<file path="src/sv/dts_ram.sv">
// dts_ram: generic single-write, single-read RAM with registered read data.
// No dependencies.
`default_nettype none
module dts_ram #(
  parameter int WIDTH = 8,
  parameter int DEPTH = 16
) (
  input  wire logic                                 clk,
  input  wire logic                                 we,
  input  wire logic [(DEPTH > 1 ? $clog2(DEPTH) : 1)-1:0] waddr,
  input  wire logic [WIDTH-1:0]                     wdata,
  input  wire logic                                 re,
  input  wire logic [(DEPTH > 1 ? $clog2(DEPTH) : 1)-1:0] raddr,
  output logic      [WIDTH-1:0]                     rdata
);
  logic [WIDTH-1:0] mem [DEPTH];

  always_ff @(posedge clk) begin
    if (we) begin
      mem[waddr] <= wdata;
    end
    if (re) begin
      rdata <= mem[raddr];
    end
  end
endmodule
`default_nettype wire

</file>
<file path="config.mk">
export PLATFORM = sky130hd
export DESIGN_NAME = dts_ram
export DESIGN_NICKNAME = d
export VERILOG_FILES = /design/src/sv/dts_ram.sv
export SDC_FILE = /design/constraint.sdc
export NUM_CORES = 1
export LEC_CHECK = 0
export BUFFER_PORTS_ARGS = -buffer_cell sky130_fd_sc_hd__buf_4
export CAP_MARGIN = 20
export CORE_ASPECT_RATIO = 1.75
export CORE_MARGIN = 2
export CORE_UTILIZATION = 54
export DETAILED_ROUTE_END_ITERATION = 10
export PLACE_DENSITY = 0.7
export SLEW_MARGIN = 5
export SYNTH_ARGS = -nofsm -noshare
export SYNTH_HDL_FRONTEND = slang
export SYNTH_SLANG_ARGS = --single-unit
</file>
<file path="constraint.sdc">
create_clock -name clk -period 1.5 [get_ports clk]
set_input_delay 0 -clock clk [delete_from_list [all_inputs] [get_ports clk]]
set_output_delay 0 -clock clk [all_outputs]
set_load 0.02 [all_outputs]
</file>
* Yosys cells after proc, flatten, opt, wreduce, memory -nomap -nowiden
Memory sizes are Yosys's and may differ from the RTL's. A register that Yosys moved wholly into a read port is not among the register bits. Index checks and enable logic that the tools add are counted.
Cells by class: multiplexer cells 2
Operators by type and width (count):
- $mux W1 | 2
Word-level totals: register bits 0, bits in writable memories 128, input port bits 19, memories kept 1
Memory list:
- mem | words 16, width 8, read ports 1, clocked after Yosys merged registers in 1, wr ports 1, RTL line 16 | logic [WIDTH-1:0] mem [DEPTH];

* Longest topological paths before layout
word-level depth 2, gate-level depth with buffers 5

* Worst setup path before layout
OpenSTA, ideal clock, no wires.
kind input port to flip-flop, start input port waddr[2] (netlist name), end memory mem[0][0] (enable), arrival 1110 ps, data required time 1117 ps, slack 7 ps, stages on the path 2, path buffers 0, path through or3b_2 nor3_1
RTL lines:
- from (decl) | RTL line 10 | input wire logic [(DEPTH > 1 ? $clog2(DEPTH) : 1)-1:0] waddr,
- to (decl) | RTL line 16
Straight into the memory's write port.

==> out/qor.yml <==
status: "finished, final reports clean"
wirelength_mm: 9.71
clkSlewWorstSetupHoldPaths_ns: 0.05
synthArstFlopShare: 0
drtIter0Drc: 204
synthCells: 229
post-route-util: 0.679
die_w_um: 78.4
p_per_area_mw_per_mm2: 1420
finalHoldViolations: 0
root_buffer: "clkbuf_16"
drt-met1-wl_mm: 3.63
worstPathRequired_ns: 1.66
gp_congestion: 0.758
diodes: 0
ant_nets: 0
avgSynthCellArea_um2: 22.8
wl_met2_mm: 5.58
htree_num_levels: 4
grt_max_degree: 18
grt_pass1_wl_mm: 15.2
cts_tree: "done"
cts_inserted_buffers: 17
internal_power_mw: 7.42
reg2regPathDepth: 3
cpPeakStageDelay_ns: 0.53
startpoint_type: "flop"
antenna_found_initial: 0
dieArea_mm2: 0.0105
hold_path_end: "mem[4][6]$_DFFE_PP_"
synthesis.area_mm2: 0.00523
ys_top_cells_by_area: "edfxtp_1 78%, mux4_2 7.8%, mux4_1 7.0%, a22oi_1 2.3%, nor2_1 0.93%"
yosysWarnings: 0
rsz0062_at_grt: "false"
total_power_mw: 9.15
routed-wl-met3_um: 399
comb_power_share: 0.050
p_sw_mw: 1.73
rows: 47
dp_hpwl_mm: 6.53
drv_slew: 0
r2r_setup_slack_ns: 0.08
drive_gt1_frac: 0.325
post_cts_buffers: 0
design.portCount: 27
first_global_vias: 2641
topRoutingLayerUsed: "met4"
clkPwrFrac: 0.479
drv_cap: 0
gr-total-overflow: 0
synthFlopType: "edfxtp_1"
critPathKind: "flop to flop"
ys_seq_area_frac: 0.781
hp-start: "waddr[0]"
setup_viol: 0
syn_to_final_growth_pct: 23.0
vias: 2464
hold_path_class: "input port to flop"
synth_edf_count: 136
ir_drop_mv: 1.09
ys_seq_elements: 136
fillers: 605
critical_path_arrival_ns: 1.58
slew_headroom: 0.742
synth_common_cells: "136 x edfxtp_1, 18 x mux4_2, 16 x a22oi_1"
cts.sinks: 136
min_period_ns: 1.42
portBuffers: 26
die_h_um: 134
crit_chain: "mux4_1, a22oi_2, nand2_1"
finalSetupTns_ns: 0
num-nets-final: 315
clkLatencyLatePin_ns: 0.41
power_frac_seq: 0.471
slowest_stage: "mux4_1"
r2r_end: "rdata[3]$_DFFE_PP_"
viasPerCell: 5.73
crit_fanout: 1
yosysUniqueCellTypes: 18
worstReg2RegStart: "mem[1][3]$_DFFE_PP_"
yosysTopAreaCell: "edfxtp_1"
p_sw_frac: 0.189
grt_usage: 0.209
cp-end-kind: "flop"
initial_utilization: 0.552
drc_errors: 0
core_mm2: 0.00947
fmax_mhz: 703
fin_skew_ns: 0.00609
dr.pass1.iters: 4
synth_top_area_share: 0.781
cts_buffer_depth: 2
synth_fp_nets: 248
p_leak_nw: 2.21
worst_slew_pin_slew_ns: 0.387
yosysMostFrequentCell: "edfxtp_1"
finalCritPeriodShare: 0.948
avgRoutedWirePerCell_um: 22.6
holdPathStages: 3
-- registers in the layout, summed over array words and instances (netlist names) --
register and cells:
rdata 8, mem 128
-- worst max-delay path by stage --
stage / startpoint / end / depth (start not counted) / slack [ns]
after floorplan: waddr[2] / mem[0][0]$_DFFE_PP_ / 2 / 0.007
after global placement: raddr[0] / rdata[3]$_DFFE_PP_ / 5 / 0.05
after CTS: mem[7][0]$_DFFE_PP_ / rdata[0]$_DFFE_PP_ / 3 / 0.05
final: mem[1][3]$_DFFE_PP_ / rdata[3]$_DFFE_PP_ / 3 / 0.08
after global routing: mem[1][2]$_DFFE_PP_ / rdata[2]$_DFFE_PP_ / 3 / 0.002
after detailed placement: raddr[0] / rdata[2]$_DFFE_PP_ / 5 / 0.04
-- area by class of cell --
cell class                      instances  area, µm²  share of cell area
Clock buffer                           17        425              0.0661
Clock inverter                         14        206              0.0321
Multi-Input combinational cell         83       1070               0.166
Sequential cell                       136       4080               0.635
Tap cell                              122        153              0.0237
Timing Repair Buffer                   58        495              0.0770
-- layout by cell type, fill, tap and decap left out, types with 5 or more instances in the layout --
| cell type | synthesis | layout |
|---|---|---|
| edfxtp_1 | 136 | 136 |
| buf_4 | 1 | 46 |
| mux4_2 | 18 | 18 |
| clkbuf_16 | 0 | 17 |
| a22oi_1 | 16 | 14 |
| mux4_1 | 14 | 14 |
| nor2_1 | 13 | 13 |
| nand2_1 | 9 | 9 |
| dlygate4sd3_1 | 0 | 9 |
| bufinv_16 | 0 | 5 |
-- per-layer routing --
metal  vias up  GRT usage
li1       1113          -
met1      1264      0.243
met2        77      0.367
met3        10     0.0619
met4         0     0.0760
met5         -          0
-- what timing repair did --
action                                  4_1_cts  5_1_grt
hold buffers                                  9        0
resized for setup                             0        2
endpoints found under the hold margin       136        0
endpoints found under the setup margin        0        2
-- cell families after synthesis --
family          after synthesis  synth area share
compound gates               16            0.0230
buf+inv                      10            0.0165
flops                       136             0.781
mux                          32             0.148
simple gates                 35            0.0314
-- critical path: cells and delay by family, from the launching register on --
kind,cells,cell delay [ns]
compound gates,1,0.22
flops,1,0.35
simple gates,1,0.07
mux,1,0.53
-- through the flow --
stage                     hold WS (ns)  instances  instance area, µm²  setup WS [ns]
after detailed placement         0.312        390                5700         0.0372
after global routing             0.114        430                6430        0.00238
after global placement           0.299        390                5700         0.0530
after CTS                       0.0884        430                6420         0.0504
final                            0.103        430                6430         0.0783
after floorplan                 0.0989        229                5230        0.00713
-- power groups by stage --
stage / logic (mW) / clock network, mW / registers (mW)
2_1_floorplan: 0.216 / 0 / 4.40
3_3_place_gp: 0.431 / 0 / 4.38
3_5_place_dp: 0.442 / 0 / 4.39
4_1_cts: 0.464 / 4.45 / 4.31
5_1_grt: 0.500 / 4.62 / 4.31
6_report: 0.460 / 4.38 / 4.31
No activity file was read; power rests on OpenSTA's default activity.
